--- config.mk ---
export PLATFORM = sky130hd
export DESIGN_NAME = led_key_display_serial_master
export DESIGN_NICKNAME = d
export VERILOG_FILES = /design/src/rtl/lkd_pkg.sv /design/src/rtl/led_key_display_serial_master.sv /design/src/rtl/lkd_store.sv /design/src/rtl/lkd_seq.sv
export VERILOG_INCLUDE_DIRS = /design/src /design/src/rtl
export SDC_FILE = /design/constraint.sdc
export NUM_CORES = 1
export LEC_CHECK = 0
export BUFFER_PORTS_ARGS = -buffer_cell sky130_fd_sc_hd__buf_2
export CORE_ASPECT_RATIO = 1.25
export CORE_MARGIN = 4
export CORE_UTILIZATION = 61
export CTS_CLUSTER_SIZE = 24
export DETAILED_ROUTE_END_ITERATION = 8
export PLACE_DENSITY = 0.8
export SLEW_MARGIN = 20
export SYNTH_ARGS = -nofsm -noshare
export SYNTH_HDL_FRONTEND = slang
export SYNTH_HIERARCHICAL = 1
export SYNTH_SLANG_ARGS = --single-unit
--- constraint.sdc ---
create_clock -name clock -period 4.2 [get_ports clock]
set_input_delay 0.21 -clock clock [delete_from_list [all_inputs] [get_ports clock]]
set_output_delay 0.21 -clock clock [all_outputs]
set_load 0.02 [all_outputs]
--- src/rtl/assert_macros.svh ---
`ifndef ASSERT_MACROS_SVH
`define ASSERT_MACROS_SVH

// antecedent holds -> consequent holds in the same cycle
`define LKD_ASSERT_SAME(label, clk, rst, ante, cons) \
   label: assert property (@(posedge clk) disable iff (rst) (ante) |-> (cons)) \
      else $error("assertion failed");

// antecedent holds -> consequent holds in the next cycle
`define LKD_ASSERT_NEXT(label, clk, rst, ante, cons) \
   label: assert property (@(posedge clk) disable iff (rst) (ante) |=> (cons)) \
      else $error("assertion failed");

`endif

--- src/rtl/lkd_pkg.sv ---
`timescale 1ns / 1ps

package lkd_pkg;

   localparam logic [2:0] OP_TICK   = 3'd0;
   localparam logic [2:0] OP_WRITE  = 3'd1;
   localparam logic [2:0] OP_BULK   = 3'd2;
   localparam logic [2:0] OP_SINGLE = 3'd3;
   localparam logic [2:0] OP_CMD    = 3'd4;
   localparam logic [2:0] OP_READ   = 3'd5;

   localparam logic [7:0] CMD_AUTO_INC  = 8'h40;
   localparam logic [7:0] CMD_BASE_ADDR = 8'hc0;
   localparam logic [7:0] CMD_FIXED     = 8'h44;
   localparam logic [7:0] CMD_KEY_READ  = 8'h42;

   localparam int SINGLE_FRAME_BYTES = 3;
   localparam int FLASH_BITS         = 8;

   typedef enum logic [4:0] {
      ST_IDLE    = 5'b00001,
      ST_SEND    = 5'b00010,
      ST_READ    = 5'b00100,
      ST_FINISH  = 5'b01000,
      ST_RESTART = 5'b10000
   } step_type;

   typedef enum logic [1:0] {
      KIND_CMD    = 2'd0,
      KIND_SINGLE = 2'd1,
      KIND_BULK   = 2'd2,
      KIND_READ   = 2'd3
   } kind_type;

   typedef struct packed {
      logic       wr_en;
      logic [3:0] wr_index;
      logic [7:0] wr_data;
      logic       blank_en;
      logic [7:0] blank_mask;
   } store_cmd_type;

   typedef struct packed {
      logic       strobe_res;
      logic       clock_line;
      logic       data_out;
      logic       data_drive;
      logic       busy_res;
      logic [7:0] buttons;
      logic       buttons_valid;
   } rsp_type;

endpackage

--- src/rtl/led_key_display_serial_master.sv ---
`timescale 1ns / 1ps

// Serial master for an LED/key display driver with a strobe, a clock and a data line that
// the master releases while it clocks in key bytes. Every request beat gives exactly one
// response beat carrying the line levels after that beat; a tick beat (op 0) advances the
// line by one half-bit, the other ops load the display buffer or start a transfer and are
// ignored while a transfer runs. The response to a beat sits in the output register from
// the next cycle, so beats can follow back to back; only a response held by a low
// rsp_tready stalls req_tready. The display buffer sits in a RAM with one write port
// and a registered read port whose address follows the next byte count, so each buffer byte
// is ready on the very first cycle it can be shifted out.
module led_key_display_serial_master #(
   parameter int BUFFER_BYTES = 16,
   parameter int READ_BYTES = 4
) (
   input  logic        clock,
   input  logic        reset,
   input  logic        req_tvalid,
   output logic        req_tready,
   // [3:0] buffer_index, [11:4] byte_value, [19:12] target_address,
   // [20] flash_phase, [21] read_bit, [23:22] zero
   input  logic [23:0] req_tdata,
   // [2:0] op
   input  logic [2:0]  req_tuser,
   output logic        rsp_tvalid,
   input  logic        rsp_tready,
   // [0] strobe_res, [1] clock_line, [2] data_out, [3] data_drive,
   // [4] busy_res, [12:5] buttons, [15:13] zero
   output logic [15:0] rsp_tdata,
   // [0] buttons_valid
   output logic        rsp_tuser,
   input  logic        csr_we,
   input  logic [7:0]  csr_wdata
);

   localparam int AW     = $clog2(BUFFER_BYTES);
   localparam int MAXCNT = (BUFFER_BYTES > READ_BYTES) ? BUFFER_BYTES : READ_BYTES;
   localparam int BCW    = $clog2(MAXCNT + 2);

   lkd_pkg::store_cmd_type store_cmd;
   lkd_pkg::rsp_type       result;
   lkd_pkg::rsp_type       rsp_ff;
   logic [AW-1:0]          store_addr;
   logic [7:0]             store_data;
   logic [7:0]             flash_mask_ff;
   logic                   rsp_valid_ff;
   logic                   accept;

   assign req_tready = !rsp_valid_ff || rsp_tready;
   assign accept     = req_tvalid && req_tready;

   always_ff @(posedge clock) begin
      if (reset) begin
         flash_mask_ff <= '0;
      end else if (csr_we) begin
         flash_mask_ff <= csr_wdata;
      end
   end

   lkd_store #(
      .BUFFER_BYTES(BUFFER_BYTES),
      .AW(AW)
   ) u_store (
      .clock(clock),
      .reset(reset),
      .cmd(store_cmd),
      .rd_addr(store_addr),
      .rd_data(store_data)
   );

   lkd_seq #(
      .BUFFER_BYTES(BUFFER_BYTES),
      .READ_BYTES(READ_BYTES),
      .AW(AW),
      .BCW(BCW)
   ) u_seq (
      .clock(clock),
      .reset(reset),
      .accept(accept),
      .op(req_tuser),
      .buffer_index(req_tdata[3:0]),
      .byte_value(req_tdata[11:4]),
      .target_address(req_tdata[19:12]),
      .flash_phase(req_tdata[20]),
      .read_bit(req_tdata[21]),
      .flash_mask(flash_mask_ff),
      .store_data(store_data),
      .store_cmd(store_cmd),
      .store_addr(store_addr),
      .result(result)
   );

   always_ff @(posedge clock) begin
      if (reset) begin
         rsp_valid_ff <= 1'b0;
      end else if (accept) begin
         rsp_valid_ff <= 1'b1;
      end else if (rsp_tready) begin
         rsp_valid_ff <= 1'b0;
      end
   end

   always_ff @(posedge clock) begin
      if (accept) begin
         rsp_ff <= result;
      end
   end

   assign rsp_tvalid = rsp_valid_ff;
   assign rsp_tdata  = {3'b000, rsp_ff.buttons, rsp_ff.busy_res, rsp_ff.data_drive,
                        rsp_ff.data_out, rsp_ff.clock_line, rsp_ff.strobe_res};
   assign rsp_tuser  = rsp_ff.buttons_valid;

endmodule

--- src/rtl/lkd_store.sv ---
`timescale 1ns / 1ps

module lkd_store #(
   parameter int BUFFER_BYTES = 16,
   parameter int AW = 4
) (
   input  logic                   clock,
   input  logic                   reset,
   input  lkd_pkg::store_cmd_type cmd,
   input  logic [AW-1:0]          rd_addr,
   output logic [7:0]             rd_data
);

   logic [7:0]              mem [BUFFER_BYTES];
   logic [BUFFER_BYTES-1:0] blank_ff;
   logic [BUFFER_BYTES-1:0] blank_in;
   logic [BUFFER_BYTES-1:0] blank_set;
   logic [7:0]              rd_q_ff;
   logic                    blank_q_ff;
   logic [AW+3:0]           wr_wide;
   logic [AW-1:0]           wr_addr;
   logic                    wr_ok;

   assign wr_wide = {{AW{1'b0}}, cmd.wr_index};
   assign wr_addr = wr_wide[AW-1:0];
   assign wr_ok   = cmd.wr_en && (wr_wide < (AW+4)'(BUFFER_BYTES));

   for (genvar j = 0; j < BUFFER_BYTES; j++) begin : g_blank
      if ((j % 2 == 0) && (j < 2 * lkd_pkg::FLASH_BITS)) begin : g_pos
         assign blank_set[j] = cmd.blank_mask[lkd_pkg::FLASH_BITS - 1 - j / 2];
      end else begin : g_none
         assign blank_set[j] = 1'b0;
      end
   end

   always_comb begin
      blank_in = blank_ff;
      if (cmd.blank_en) begin
         blank_in = blank_ff | blank_set;
      end
      if (wr_ok) begin
         blank_in[wr_addr] = 1'b0;
      end
   end

   // a set blank bit reads as zero; reset blanks every entry
   always_ff @(posedge clock) begin
      if (reset) begin
         blank_ff <= '1;
      end else begin
         blank_ff <= blank_in;
      end
   end

   always_ff @(posedge clock) begin
      if (wr_ok) begin
         mem[wr_addr] <= cmd.wr_data;
      end
      rd_q_ff    <= mem[rd_addr];
      blank_q_ff <= blank_ff[rd_addr];
   end

   assign rd_data = blank_q_ff ? 8'h00 : rd_q_ff;

endmodule

--- src/rtl/lkd_seq.sv ---
`timescale 1ns / 1ps
`include "assert_macros.svh"

module lkd_seq #(
   parameter int BUFFER_BYTES = 16,
   parameter int READ_BYTES = 4,
   parameter int AW = 4,
   parameter int BCW = 5
) (
   input  logic                   clock,
   input  logic                   reset,
   input  logic                   accept,
   input  logic [2:0]             op,
   input  logic [3:0]             buffer_index,
   input  logic [7:0]             byte_value,
   input  logic [7:0]             target_address,
   input  logic                   flash_phase,
   input  logic                   read_bit,
   input  logic [7:0]             flash_mask,
   input  logic [7:0]             store_data,
   output lkd_pkg::store_cmd_type store_cmd,
   output logic [AW-1:0]          store_addr,
   output lkd_pkg::rsp_type       result
);

   lkd_pkg::step_type step_ff, step_in;
   lkd_pkg::kind_type kind_ff, kind_in;
   logic           frame_ff, frame_in;
   logic [3:0]     half_ff, half_in;
   logic [BCW-1:0] bc_ff, bc_in;
   logic [7:0]     shift_ff, shift_in;
   logic [7:0]     acc_ff, acc_in;
   logic [7:0]     gather_ff, gather_in;
   logic [7:0]     button_ff, button_in;
   logic [7:0]     value_ff, value_in;
   logic [7:0]     addr_ff, addr_in;
   logic           strobe_ff, strobe_in;
   logic           clk_ff, clk_in;
   logic           data_ff, data_in;
   logic           drive_ff, drive_in;

   logic           valid;
   logic [BCW-1:0] bc_next;
   logic [BCW-1:0] frame_len;
   logic [BCW-1:0] rd_pos;
   logic [7:0]     frame_byte;
   logic [7:0]     cur_byte;
   logic [2:0]     rsh;

   logic           in_frame;
   logic           read_tail;
   logic           read_end;
   logic           between;
   logic           restart_tick;
   logic           resumed;

   always_comb begin
      frame_len = BCW'(1);
      if (kind_ff == lkd_pkg::KIND_SINGLE) begin
         frame_len = BCW'(lkd_pkg::SINGLE_FRAME_BYTES);
      end else if (kind_ff == lkd_pkg::KIND_BULK && frame_ff) begin
         frame_len = BCW'(BUFFER_BYTES + 1);
      end
   end

   always_comb begin
      unique case (kind_ff)
         lkd_pkg::KIND_SINGLE: begin
            if (bc_ff == '0) begin
               frame_byte = lkd_pkg::CMD_FIXED;
            end else if (bc_ff == BCW'(1)) begin
               frame_byte = addr_ff;
            end else begin
               frame_byte = value_ff;
            end
         end
         lkd_pkg::KIND_BULK: begin
            if (!frame_ff) begin
               frame_byte = lkd_pkg::CMD_AUTO_INC;
            end else if (bc_ff == '0) begin
               frame_byte = lkd_pkg::CMD_BASE_ADDR;
            end else begin
               frame_byte = store_data;
            end
         end
         lkd_pkg::KIND_READ: frame_byte = lkd_pkg::CMD_KEY_READ;
         default:            frame_byte = value_ff;
      endcase
   end

   assign cur_byte = (half_ff == 4'd0) ? frame_byte : shift_ff;
   assign bc_next  = bc_ff + BCW'(1);
   assign rsh      = 3'(bc_ff);

   always_comb begin
      step_in   = step_ff;
      kind_in   = kind_ff;
      frame_in  = frame_ff;
      half_in   = half_ff;
      bc_in     = bc_ff;
      shift_in  = shift_ff;
      acc_in    = acc_ff;
      gather_in = gather_ff;
      button_in = button_ff;
      value_in  = value_ff;
      addr_in   = addr_ff;
      strobe_in = strobe_ff;
      clk_in    = clk_ff;
      data_in   = data_ff;
      drive_in  = drive_ff;
      valid     = 1'b0;
      store_cmd = '0;
      store_cmd.wr_index   = buffer_index;
      store_cmd.wr_data    = byte_value;
      store_cmd.blank_mask = flash_mask;

      if (accept) begin
         if (op == lkd_pkg::OP_TICK) begin
            unique case (step_ff)
               lkd_pkg::ST_SEND: begin
                  if (!half_ff[0]) begin
                     shift_in = cur_byte;
                     data_in  = cur_byte[half_ff[3:1]];
                     clk_in   = 1'b0;
                  end else begin
                     clk_in = 1'b1;
                  end
                  half_in = half_ff + 4'd1;
                  if (half_ff == 4'd15) begin
                     bc_in = bc_next;
                     if (bc_next >= frame_len) begin
                        bc_in = '0;
                        if (kind_ff == lkd_pkg::KIND_READ) begin
                           acc_in    = '0;
                           gather_in = '0;
                           step_in   = lkd_pkg::ST_READ;
                        end else begin
                           step_in = lkd_pkg::ST_FINISH;
                        end
                     end
                  end
               end
               lkd_pkg::ST_READ: begin
                  if (!half_ff[0]) begin
                     drive_in = 1'b0;
                     clk_in   = 1'b0;
                  end else begin
                     clk_in = 1'b1;
                     acc_in = {acc_ff[6:0], read_bit};
                  end
                  half_in = half_ff + 4'd1;
                  if (half_ff == 4'd15) begin
                     gather_in = gather_ff | (acc_in >> rsh);
                     bc_in     = bc_next;
                     if (bc_next >= BCW'(READ_BYTES)) begin
                        step_in = lkd_pkg::ST_FINISH;
                     end
                  end
               end
               lkd_pkg::ST_FINISH: begin
                  strobe_in = 1'b1;
                  drive_in  = 1'b1;
                  if (kind_ff == lkd_pkg::KIND_READ) begin
                     button_in = gather_ff;
                     valid     = 1'b1;
                  end
                  if (kind_ff == lkd_pkg::KIND_BULK && !frame_ff) begin
                     frame_in = 1'b1;
                     step_in  = lkd_pkg::ST_RESTART;
                  end else begin
                     step_in = lkd_pkg::ST_IDLE;
                  end
               end
               lkd_pkg::ST_RESTART: begin
                  strobe_in = 1'b0;
                  half_in   = '0;
                  bc_in     = '0;
                  step_in   = lkd_pkg::ST_SEND;
               end
               default: begin
               end
            endcase
         end else if (step_ff == lkd_pkg::ST_IDLE) begin
            unique case (op)
               lkd_pkg::OP_WRITE: store_cmd.wr_en = 1'b1;
               lkd_pkg::OP_BULK: begin
                  store_cmd.blank_en = flash_phase;
                  kind_in = lkd_pkg::KIND_BULK;
               end
               lkd_pkg::OP_SINGLE: begin
                  addr_in  = target_address;
                  value_in = byte_value;
                  kind_in  = lkd_pkg::KIND_SINGLE;
               end
               lkd_pkg::OP_CMD: begin
                  value_in = byte_value;
                  kind_in  = lkd_pkg::KIND_CMD;
               end
               lkd_pkg::OP_READ: kind_in = lkd_pkg::KIND_READ;
               default: begin
               end
            endcase
            if (op == lkd_pkg::OP_BULK || op == lkd_pkg::OP_SINGLE ||
                op == lkd_pkg::OP_CMD || op == lkd_pkg::OP_READ) begin
               frame_in  = 1'b0;
               half_in   = '0;
               bc_in     = '0;
               strobe_in = 1'b0;
               step_in   = lkd_pkg::ST_SEND;
            end
         end
      end
   end

   // read address follows the next byte count: buffer byte k is ready as byte_count reaches k+1
   assign rd_pos     = bc_in - BCW'(1);
   assign store_addr = rd_pos[AW-1:0];

   always_comb begin
      result.strobe_res    = strobe_in;
      result.clock_line    = clk_in;
      result.data_out      = drive_in & data_in;
      result.data_drive    = drive_in;
      result.busy_res      = (step_in != lkd_pkg::ST_IDLE);
      result.buttons       = button_in;
      result.buttons_valid = valid;
   end

   always_ff @(posedge clock) begin
      if (reset) begin
         step_ff   <= lkd_pkg::ST_IDLE;
         kind_ff   <= lkd_pkg::KIND_CMD;
         frame_ff  <= 1'b0;
         half_ff   <= '0;
         bc_ff     <= '0;
         shift_ff  <= '0;
         acc_ff    <= '0;
         gather_ff <= '0;
         button_ff <= '0;
         value_ff  <= '0;
         addr_ff   <= '0;
         strobe_ff <= 1'b1;
         clk_ff    <= 1'b1;
         data_ff   <= 1'b0;
         drive_ff  <= 1'b1;
      end else begin
         step_ff   <= step_in;
         kind_ff   <= kind_in;
         frame_ff  <= frame_in;
         half_ff   <= half_in;
         bc_ff     <= bc_in;
         shift_ff  <= shift_in;
         acc_ff    <= acc_in;
         gather_ff <= gather_in;
         button_ff <= button_in;
         value_ff  <= value_in;
         addr_ff   <= addr_in;
         strobe_ff <= strobe_in;
         clk_ff    <= clk_in;
         data_ff   <= data_in;
         drive_ff  <= drive_in;
      end
   end

   assign in_frame     = (step_ff == lkd_pkg::ST_SEND) || (step_ff == lkd_pkg::ST_READ) ||
                         (step_ff == lkd_pkg::ST_FINISH);
   assign read_tail    = (step_ff == lkd_pkg::ST_READ) || (step_ff == lkd_pkg::ST_FINISH);
   assign read_end     = (step_ff == lkd_pkg::ST_FINISH) && (kind_ff == lkd_pkg::KIND_READ);
   assign between      = (step_ff == lkd_pkg::ST_IDLE) || (step_ff == lkd_pkg::ST_FINISH) ||
                         (step_ff == lkd_pkg::ST_RESTART);
   assign restart_tick = accept && (op == lkd_pkg::OP_TICK) && (step_ff == lkd_pkg::ST_RESTART);
   assign resumed      = (step_ff == lkd_pkg::ST_SEND) && (bc_ff == '0);

   `LKD_ASSERT_SAME(a_strobe_low_in_frame, clock, reset, in_frame, !strobe_ff)
   `LKD_ASSERT_SAME(a_release_only_reading, clock, reset, !drive_ff, read_tail)
   `LKD_ASSERT_SAME(a_valid_at_read_end, clock, reset, valid, read_end)
   `LKD_ASSERT_SAME(a_half_zero_between, clock, reset, between, half_ff == 4'd0)
   `LKD_ASSERT_NEXT(a_restart_resumes, clock, reset, restart_tick, resumed)

endmodule

# --- Word level (Yosys, flattened, before mapping) ---
# Memory sizes are Yosys's and may differ from the RTL's. A register that Yosys moved wholly into a read port is not among the register bits.
# Index checks and enable logic that the tools add are counted.
word_totals:
  ff_bits: 109
  ramBits: 128
  inputBits: 40
  output_inout_bits: 19
  wordCells: 188
  memories: 1
memory_table:
  columns: ["name", "words", "width", "rd", "rd_ports_with_merged_regs", "wr", "line_no", "source"]
  rows:
  - ["u_store.mem", 16, 8, 1, 1, 1, "lkd_store.sv:14", "logic [7:0] mem [BUFFER_BYTES];"]
op_classes:
  add_sub_neg: 3
  n_lt_le_gt_ge: 7
  eq_ne: 23
  n_shift: 1
  n_mux: 90
  bitwise_logic: 7
  n_reduce_logical: 30
ops:
  columns: ["operator", "n"]
  rows:
  - ["8-bit 2-to-1 mux", 18]
  - ["5-bit 2-to-1 mux", 18]
  - ["1-bit 2-to-1 mux", 36]
  - ["16-bit 2-to-1 mux", 2]
  - ["8-bit one-hot mux with 2 select lines", 2]
  - ["8-bit one-hot mux with 3 select lines", 1]
  - ["5-bit one-hot mux with 4 select lines", 1]
  - ["4-bit AND reduction", 5]
  - ["16-bit AND", 1]
  - ["4-bit 2-to-1 mux", 4]
  - ["16-bit inverter", 1]
  - ["16-bit by 15-bit bitwise OR with 16-bit output", 1]
  - ["4-bit by 5-bit < comparator with 1-bit output, second input constant", 3]
  - ["5-bit one-hot mux with 3 select lines", 1]
  - ["5-bit by 1-bit == test with 1-bit output, second input constant", 2]
  - ["2-bit by 1-bit != test with 1-bit output, second input constant", 5]
  - ["8-bit bitwise OR", 1]
  - ["2-bit one-hot mux with 4 select lines", 1]
  - ["4-bit one-hot mux with 2 select lines", 1]
  - ["2-bit nonzero test", 4]
  - ["8-bit by 3-bit >> shifter with 8-bit output", 1]
  - ["7-bit AND reduction", 1]
  - ["3-bit by 2-bit == test with 1-bit output, second input constant", 2]
  - ["3-bit == test, second input constant", 2]
  - ["other kinds (35)", 47]

# --- Logic depth before layout (Yosys ltp) ---
# Gate-level depths: netlist of the first run.
logic_depth:
  word_depth: 13
  depth_mapped: 17
  mapped_depth_nobuf: 14

# --- Modules after synthesis ---
# The synthesis of the first run kept the hierarchy.
modules_own_cells:
  columns: ["mod", "n_inst", "cells_per_inst", "area_each_um2", "seq_area_each_um2"]
  rows:
  - ["lkd_store", 1, 297, 5899.4, 4344.2]
  - ["lkd_seq", 1, 516, 4212.8, 1381.3]
  - ["led_key_display_serial_master", 1, 49, 774.5, 600.6]

# --- Least setup slack after synthesis of the first run ---
# OpenSTA, ideal clock, no wires.
synth_timing:
  kind: "reg-to-reg"
  start: "reg rsp_valid_ff, in the netlist rsp_tvalid"
  end: "reg u_store.rd_q_ff[5], read port of u_store.mem"
  setup_time_ns: 0.120
  t_arrival_ns: 3.438
  required_time_ns: 4.080
  slack_ns: 0.642
  path_stages_with_launch: 15
  n_path_buf: 3
  period_less_slack_ns: 3.558
  cell_sequence: "dfxtp_1 nand2b_1 and2_1 and4b_4 and2_4 buf_6 o22ai_2 a32oi_1 ha_1 inv_1 buf_2 clkbuf_1 mux4_1 a22oi_1 nand2_1"
synth_between:
  elab_chain_len: 5
synth_lines:
  columns: ["element", "line_no", "source"]
  rows:
  - ["start, declared", "led_key_display_serial_master.sv:46", "logic rsp_valid_ff;"]
  - ["start signal, assigned", "led_key_display_serial_master.sv:95", "rsp_valid_ff <= 1'b0;"]
  - ["start signal, assigned", "led_key_display_serial_master.sv:97", "rsp_valid_ff <= 1'b1;"]
  - ["start signal, assigned", "led_key_display_serial_master.sv:99", "rsp_valid_ff <= 1'b0;"]
  - ["1-bit zero test", "led_key_display_serial_master.sv:49", "assign req_tready = !rsp_valid_ff || rsp_tready;"]
  - ["1-bit logical OR", "led_key_display_serial_master.sv:49", null]
  - ["net req_tready", "led_key_display_serial_master.sv:19", "output logic req_tready,"]
  - ["1-bit logical AND", "led_key_display_serial_master.sv:50", "assign accept = req_tvalid && req_tready;"]
  - ["net accept", "led_key_display_serial_master.sv:47", "logic accept;"]
  - ["5-bit 2-to-1 mux", "lkd_seq.sv:117", "if (accept) begin"]
  - ["4-bit by 1-bit subtractor with 4-bit output", "lkd_seq.sv:216", "assign rd_pos = bc_in - BCW'(1);"]
  - ["net store_addr[0]", "led_key_display_serial_master.sv:43", "logic [AW-1:0] store_addr;"]
  - ["end, declared", "lkd_store.sv:18", "logic [7:0] rd_q_ff;"]
# The timed path passes the listed nets, and every way through them passes these cells.
# A chain may end at the register's enable or synchronous reset.

# --- Final worst setup path of the first run ---
layout_timing:
  start: "reg u_seq.bc_ff[1]"
  end: "reg u_store.rd_q_ff[7], read port of u_store.mem"
layout_between:
  elab_chain_len: 8
  word_cells_on_any_way: 11
  classes_between: "add/sub: 2; order compare: 1; mux: 8"
layout_lines:
  columns: ["element", "line_no", "source"]
  rows:
  - ["start, declared", "lkd_seq.sv:30", "logic [BCW-1:0] bc_ff, bc_in;"]
  - ["start signal, assigned", "lkd_seq.sv:251", "bc_ff <= bc_in;"]
  - ["5-bit by 1-bit adder with 5-bit output", "lkd_seq.sv:92", "assign bc_next = bc_ff + BCW'(1);"]
  - ["5-bit >= comparator", "lkd_seq.sv:131", "if (bc_next >= frame_len) begin"]
  - ["5-bit 2-to-1 mux", "lkd_seq.sv:131", null]
  - ["5-bit 2-to-1 mux", "lkd_seq.sv:129", "if (half_ff == 4'd15) begin"]
  - ["5-bit one-hot mux with 3 select lines", "lkd_seq.sv:119", "unique case (step_ff)"]
  - ["5-bit 2-to-1 mux", "lkd_seq.sv:118", "if (op == lkd_pkg::OP_TICK) begin"]
  - ["5-bit 2-to-1 mux *", "lkd_seq.sv:117", null]
  - ["4-bit by 1-bit subtractor with 4-bit output *", "lkd_seq.sv:216", null]
  - ["net store_addr[2]", "led_key_display_serial_master.sv:43", null]
# Mark *: on every way through the listed nets, which the timed path passes. The rest lies on a longest branch.

==> results of run 1 <==
[state kept, by name, summed over array words and instances, names as in the netlist, 2 cells and up]
name and count:
u_seq/acc_ff 8, u_store/rd_q_ff 8, u_seq/gather_ff 8, u_seq/button_ff 8
u_seq/value_ff 8, u_seq/shift_ff 8, u_seq/half_ff 4, u_store/mem 128
u_seq/step_ff 5, u_seq/addr_ff 8, u_seq/bc_ff 5, u_store/blank_ff 16
flash_mask_ff 8, u_seq/kind_ff 2, rsp_tdata 13
[power groups by stage]
stage / clock (mW) / sequential [mW] / combinational, mW
2_1_floorplan: 0 / 2.63 / 0.131
5_1_grt: 2.30 / 2.57 / 0.221
4_1_cts: 2.19 / 2.57 / 0.201
3_5_place_dp: 0 / 2.62 / 0.186
6_report: 2.16 / 2.57 / 0.202
3_3_place_gp: 0 / 2.62 / 0.182
[layout by cell type, fill, tap and decap left out, types with 8 or more instances in the layout]
| master | n |
|---|---|
| a211oi_1 | 10 |
| a21oi_1 | 42 |
| a22o_1 | 8 |
| a22oi_1 | 20 |
| buf_2 | 53 |
| buf_4 | 14 |
| clkbuf_16 | 25 |
| dfxtp_1 | 103 |
| dlygate4sd3_1 | 18 |
| edfxtp_1 | 142 |
| inv_1 | 12 |
| mux2_2 | 10 |
| mux2i_1 | 28 |
| mux4_1 | 26 |
| mux4_2 | 10 |
| nand2_1 | 49 |
| nand2b_1 | 19 |
| nand3_1 | 14 |
| nor2_1 | 86 |
| nor2b_1 | 25 |
| nor3_1 | 20 |
| o21ai_0 | 39 |
| o21bai_1 | 8 |
| o22ai_1 | 8 |
[final cells by class]
cell class	instances	area share
clock inverters	8	0.008178
repair buffers	87	0.04886
flip-flops and latches	245	0.5234
inverters	12	0.003727
multi-input cells	532	0.3342
well taps	224	0.02319
clock buffers	35	0.05828
diodes	1	0.0002070
[tightest hold or removal path: stages]
cell     delay (ps)
buf_2            80
mux2i_1          70
nor2_1          100
[per-layer routing]
layer  GRT usage  vias up  wire, um
met2      0.4198      250     12300
li1            -     3299         -
met1      0.2979     3427      9393
met4     0.09096        0       816
met3     0.03632       61      1286
met5           0        -         0
[kinds of logic after synthesis]
group                    Yosys count
flip-flops                       245
buffers and inverters             87
other                              1
multiplexers                      74
adder cells (fa/ha/maj)            7
AO/OA/AOI/OAI                    182
AND/OR/NAND/NOR                  259
XOR/XNOR                           7
[repair_timing]
item	4_1_cts	5_1_grt
resized for setup	0	0
hold buffers	18	0
endpoints found under the hold margin	17	0
[worst max-delay path by stage]
stage	start	end	cells after the start
final	u_seq/bc_ff[1]	u_store/rd_q_ff[7]	14
after global routing	u_seq/kind_ff[0]	u_store/rd_q_ff[5]	14
after CTS	u_seq/bc_ff[1]	u_store/rd_q_ff[5]	14
after detailed placement	u_seq/bc_ff[1]	u_store/blank_q_ff	15
after global placement	u_seq/bc_ff[1]	u_store/blank_q_ff	15
after floorplan	rsp_tvalid	u_store/rd_q_ff[5]	14
[through the flow]
stage | cell area [um2] | hold slack (ps) | util | setup WS, ps
2_1_floorplan | 10890 | 311.5 | - | 641.7
3_3_place_gp | 11100 | 441.0 | 0.6343 | 498.7
3_5_place_dp | 11100 | 449.9 | 0.6343 | 414.7
4_1_cts | 12080 | 2.192 | 0.6905 | 338.8
5_1_grt | 12080 | 3.677 | 0.6905 | 40.51
6_report | 12090 | -14.34 | 0.6907 | 322.3
==> results.yml, run 1 <==
run_status:
  status: "finished, violations left"
  violations: "hold timing"
clocking:
  clkTransAtPathRegs_ps: 60
  cts_num_sinks: 245
  h-tree-depth: 1
  clk_latency_ps: 520
  cts_made_buffers: 24
  clock_tree.buffer_depth: 3
  clock-root-buffer: "clkbuf_16"
  post_cts_setup_inserts: 0
  clock_tree_from_tritoncts: "done"
synthesis:
  postSynth.topFlopCell: "edfxtp_1"
  synthDominantCellAreaShare: 0.3917
  avgSynthCellArea_um2: 12.63
  yosys-top-cells-area: "edfxtp_1 39%, dfxtp_1 19%, mux4_1 6.3%, nor2_1 3.0%, mux2i_1 2.6%"
  synth_top_family_by_area: "simple AND/OR/NAND/NOR gates"
  yosys_top_cell_by_area: "edfxtp_1"
  ys_seq_elements: 245
  synth-async-reset-ratio: 0
  synthCells: 862
  synth-seq-area-share: 0.5811
  synth.mux.area_fraction: 0.1195
  synthAdderAreaFrac: 0.008045
  synth_warnings: 6
  synth-compound-area-share: 0.1110
  count_of_flip_flops_with_a_built_in_enable_after_synthesis: 142
  yosys.area_share.xor_xnor: 0.006321
  synth.top_cells.by_count: "142 x edfxtp_1, 103 x dfxtp_1, 86 x nor2_1"
  yosys.area_share.simple: 0.1233
  yosysMostFrequentCell: "edfxtp_1"
  post_synth_num_cell_types: 77
  syn-cell-area_mm2: 0.01089
critical_path:
  number_of_cells_on_the_worst_reg_to_reg_path: 14
  timing.critical_path.cells: "inv_1, ha_1, ha_1, a21oi_1, a22oi_2, o21ai_2, a21boi_0, o21ai_0, nand2_1, ha_1, xnor2_1, nor2b_1, a22oi_1, nand2_1"
  cpMaxStageDelayCell: "nor2b_1"
  r2r_start: "u_seq/bc_ff[1]"
  cpPeakStageDelay_ps: 750
  r2r-end: "u_store/rd_q_ff[7]"
  cp_max_fo: 9
  worst-r2r-setup-slack_ps: 320
  critPathBufInv: 1
  worst_ep_required_time_ps: 4650
  cp_top_family: "compound AO/OA/AOI/OAI gates"
  critical_path_arrival_ps: 4330
  critical_path.startpoint_type: "register"
  timing_worst_setup_path_type: "reg -> reg"
  crit_path_end_kind: "register"
  critical-path-top-cell-by-count: "ha_1"
finish:
  finish.net_count: 949
  layoutNonFillerInstCount: 1144
  fillers: 1194
  multi_input_area_mm2: 0.004039
  area_taken_by_flip_flops_and_latches_mm2: 0.006326
  layout-drive-gt1-share: 0.1632
  area_growth_syn_to_layout_pct: 11.02
timing:
  final.setup.tns_ps: 0
  finalHoldWorstSlack_ps: -14.34
  timing.fmax_mhz: 257.9
  final-max-slew-violation-count: 0
  min_period_ps: 3878
  report.final.hold_viol_count: 1
  grt_setup_unrepaired: "false"
  worstMarginPinSlew_ps: 909.8
  timing.max_slew.rel_slack: 0.3912
  report.final.setup_viol: 0
  layout_worst_path_cycle_share: 0.9233
  worst_clock_skew_ps: 9.685
routing:
  detail_route.wl_per_cell_um: 20.80
  drt_first_pass_iters: 6
  initialDrtViolationCount: 718
  final_antenna_net_count: 0
  route.detailed.vias_per_inst: 6.151
  drt_drc_violations_left: 0
  finalWirelength_mm: 23.79
  vias: 7037
power_and_ir_drop:
  finalPower_mw: 4.934
  static-leakage-power_nw: 4.405
  seq_power_share: 0.521
  portion_of_total_power_attributed_to_combinational_logic: 0.041
  power_density_mw_per_mm2: 408.2
  swShare: 0.2055
  power_switching_mw: 1.014
  p_clk_frac: 0.437
  worst_ir_drop_vdd_uv: 477.8
  internal_power_mw: 3.920
die:
  ioPinCount: 59
  core.rowCount: 54
  start_util: 0.6221
  fp.dieH_um: 157.4
  placeableCoreArea_mm2: 0.01750
  design.die.area_mm2: 0.02006
  floorplan.die.width_um: 127.5
place:
  place.detailed.hpwl_mm: 15.35
  post-place-cells: 1082
  routabilityCongestion: 0.8796
  number_of_port_buffers: 53
min_path:
  worst_hold_startpoint: "csr_wdata[4]"
  hold_path_depth: 3
  hold-path-endpoint: "flash_mask_ff[4]"
  hold_class: "in -> reg"
flow_run:
  max_cap_violations: 0
global_routing:
  initial_antenna_violation_count: 0
  first_global_vias: 6854
  grt_overflow: 0
  grt_pass1_wl_mm: 37.49
  grt_start_max_net_pins: 79
  globalRouteTotalUtil: 0.2385
Note: power is estimated with default switching activity, not from simulation.
==> inputs of run 2 (changes only) <==
==> constraint.sdc (replaced) <==
create_clock -name clock -period 4.2 [get_ports clock]
set_input_delay 0.21 -clock clock [delete_from_list [all_inputs] [get_ports clock]]
set_output_delay 0.21 -clock clock [all_outputs]
set_load 0.1 [all_outputs]
==> run 2 against run 1 <==
Effect of this change:
- the run now ends clean
- via count fell by 0.44%
- hold slack better by 34 ps
- flip-flop and latch count is the same
- critical endpoint is now u_store/rd_q_ff[0]
- largest power group unchanged
==> results.yml, run 2 (synthesis results as in run 1) <==
critical_path:
  r2r_start: "u_seq/bc_ff[1]"
  cp_max_fo: 9
  number_of_cells_on_the_worst_reg_to_reg_path: 14
  r2r-end: "u_store/rd_q_ff[0]"
  crit_path_end_kind: "register"
  critical-path-top-cell-by-count: "ha_1"
  worst_ep_required_time_ps: 4640
  worst-r2r-setup-slack_ps: 330
  critical_path.startpoint_type: "register"
  cpMaxStageDelayCell: "nor2b_1"
  cp-startpoint: "u_seq/bc_ff[1]"
  critical_path_arrival_ps: 4320
  timing_worst_setup_path_type: "reg -> reg"
  cpPeakStageDelay_ps: 710
  timing.critical_path.cells: "inv_1, ha_1, ha_1, a21oi_1, a22oi_2, o21ai_2, a21boi_0, o21ai_0, nand2_1, ha_1, xnor2_1, nor2b_1, a22oi_1, nand2_1"
clocking:
  post_cts_setup_inserts: 0
  clock-root-buffer: "clkbuf_16"
  clock_tree_from_tritoncts: "done"
  clk_latency_ps: 510
  cts_made_buffers: 24
  h-tree-depth: 1
  clkTransAtPathRegs_ps: 70
  cts_num_sinks: 245
  post_cts.resized_instances: 0
  clock_tree.buffer_depth: 3
min_path:
  worst_hold_startpoint: "req_tuser[0]"
  hold_path_depth: 3
  hold-path-endpoint: "u_seq/kind_ff[0]"
  hold_class: "in -> reg"
power_and_ir_drop:
  p_clk_frac: 0.426
  portion_of_total_power_attributed_to_combinational_logic: 0.053
  power_switching_mw: 1.085
  static-leakage-power_nw: 4.405
  finalPower_mw: 4.938
  swShare: 0.2198
  seq_power_share: 0.521
  worst_ir_drop_vdd_uv: 441.6
  power_density_mw_per_mm2: 408.4
  internal_power_mw: 3.853
timing:
  worstMarginPinSlew_ps: 936.1
  final-max-slew-violation-count: 0
  worst_clock_skew_ps: 17.97
  layout_worst_path_cycle_share: 0.9226
  grt_setup_unrepaired: "false"
  report.final.setup_viol: 0
  timing.fmax_mhz: 258.1
  timing.max_slew.rel_slack: 0.3737
  report.final.hold_viol_count: 0
  final.setup.tns_ps: 0
  min_period_ps: 3875
finish:
  layout.cells.most_common_list: "142 x edfxtp_1, 102 x dfxtp_1, 86 x nor2_1, 53 x buf_2, 49 x nand2_1"
  largest_register_ff_count: 128
  layout-drive-gt1-share: 0.1649
  most_frequent_standard_cell_in_the_layout_excluding_fill_and_tap_cells: "edfxtp_1"
  finish.net_count: 951
  largest_register_by_flop_count: "u_store/mem"
  area_growth_syn_to_layout_pct: 11.06
global_routing:
  initial_antenna_violation_count: 1
  grt_pass1_wl_mm: 36.07
  globalRouteTotalUtil: 0.2288
  first_global_vias: 6716
  grt_start_max_net_pins: 79
  grt_overflow: 0
routing:
  final_antenna_net_count: 0
  vias: 7006
  detail_route.wl_per_cell_um: 20.52
  initialDrtViolationCount: 823
  route.detailed.vias_per_inst: 6.108
  drt_first_pass_iters: 6
  drt_drc_violations_left: 0
  finalWirelength_mm: 23.53
die:
  floorplan.die.width_um: 127.5
  core.rowCount: 54
  design.die.area_mm2: 0.02006
  ioPinCount: 59
  fp.dieH_um: 157.4
  placeableCoreArea_mm2: 0.01750
  start_util: 0.6221
flow_run:
  max_cap_violations: 0
place:
  place.detailed.hpwl_mm: 15.50
  routabilityCongestion: 0.8899
  number_of_port_buffers: 53
run_status:
  status: "finished clean"
run 2: cell count changes in the layout (fill, tap and decap cells not counted), moves of 2 or more:
| cell | before | now |
|---|---|---|
| clkbuf_8 | 4 | 0 |
| clkinv_1 | 1 | 5 |
| clkbuf_1 | 5 | 3 |
| clkinv_2 | 1 | 3 |
run 2: area by class of cell:
cell class | instances | area, um2
Sequential cell | 245 | 6327
Fill cell | 1196 | 5409
Multi-Input combinational cell | 532 | 4041
Clock buffer | 28 | 636.9
Timing Repair Buffer | 89 | 608.1
Tap cell | 224 | 280.3
Clock inverter | 16 | 148.9
Inverter | 12 | 45.04
Antenna cell | 1 | 2.502
run 2: per-stage QoR:
step                      setup slack (ps)  instance area, um2    util  hold slack, ps  cells
after detailed placement             469.4               11110  0.6350           451.5   1083
after global placement               555.0               11110  0.6350           439.2   1083
final                                325.3               12090  0.6909           19.78   1147
after CTS                            438.5               12090  0.6908           2.917   1146
after floorplan                      216.3               10900       -           311.5    864
after global routing                 211.0               12090  0.6909           27.33   1147
run 2: power groups by stage:
stage	logic (mW)	registers [mW]	clock network (mW)
6_report	0.259	2.57	2.11
4_1_cts	0.257	2.57	2.13
3_5_place_dp	0.243	2.62	0
2_1_floorplan	0.144	2.68	0
3_3_place_gp	0.238	2.62	0
5_1_grt	0.277	2.57	2.25
run 2: how the worst max path moves through the flow:
| stage | to | slack (ps) |
|---|---|---|
| after floorplan | u_store/rd_q_ff[6] | 220 |
| after global placement | u_store/blank_q_ff | 550 |
| after detailed placement | u_store/blank_q_ff | 470 |
| after CTS | u_store/rd_q_ff[2] | 440 |
| after global routing | u_store/rd_q_ff[4] | 210 |
| final | u_store/rd_q_ff[0] | 330 |
run 2: worst max-delay path: cells and delay by family (launching register included):
family                     cells  cell delay (ps)
AOI/OAI and AO/OA              6             1200
xor gates and xnor gates       1              300
adders and majority gates      3              830
buffers and inverters          1              190
DFF                            1              310
and+or+nand+nor                3              970
run 2: repair_timing:
action	4_1_cts	5_1_grt
endpoints found under the setup margin	0	0
endpoints found under the hold margin	18	0
hold buffers	19	0
run 2: per-layer routing:
metal	vias up	part of all wire	GRT usage	wire, um
met4	0	0.028	0.07818	666
met3	49	0.045	0.02648	1052
met2	262	0.53	0.4133	12440
li1	3295	-	-	-
met1	3400	0.40	0.2857	9373
met5	-	0	0	0
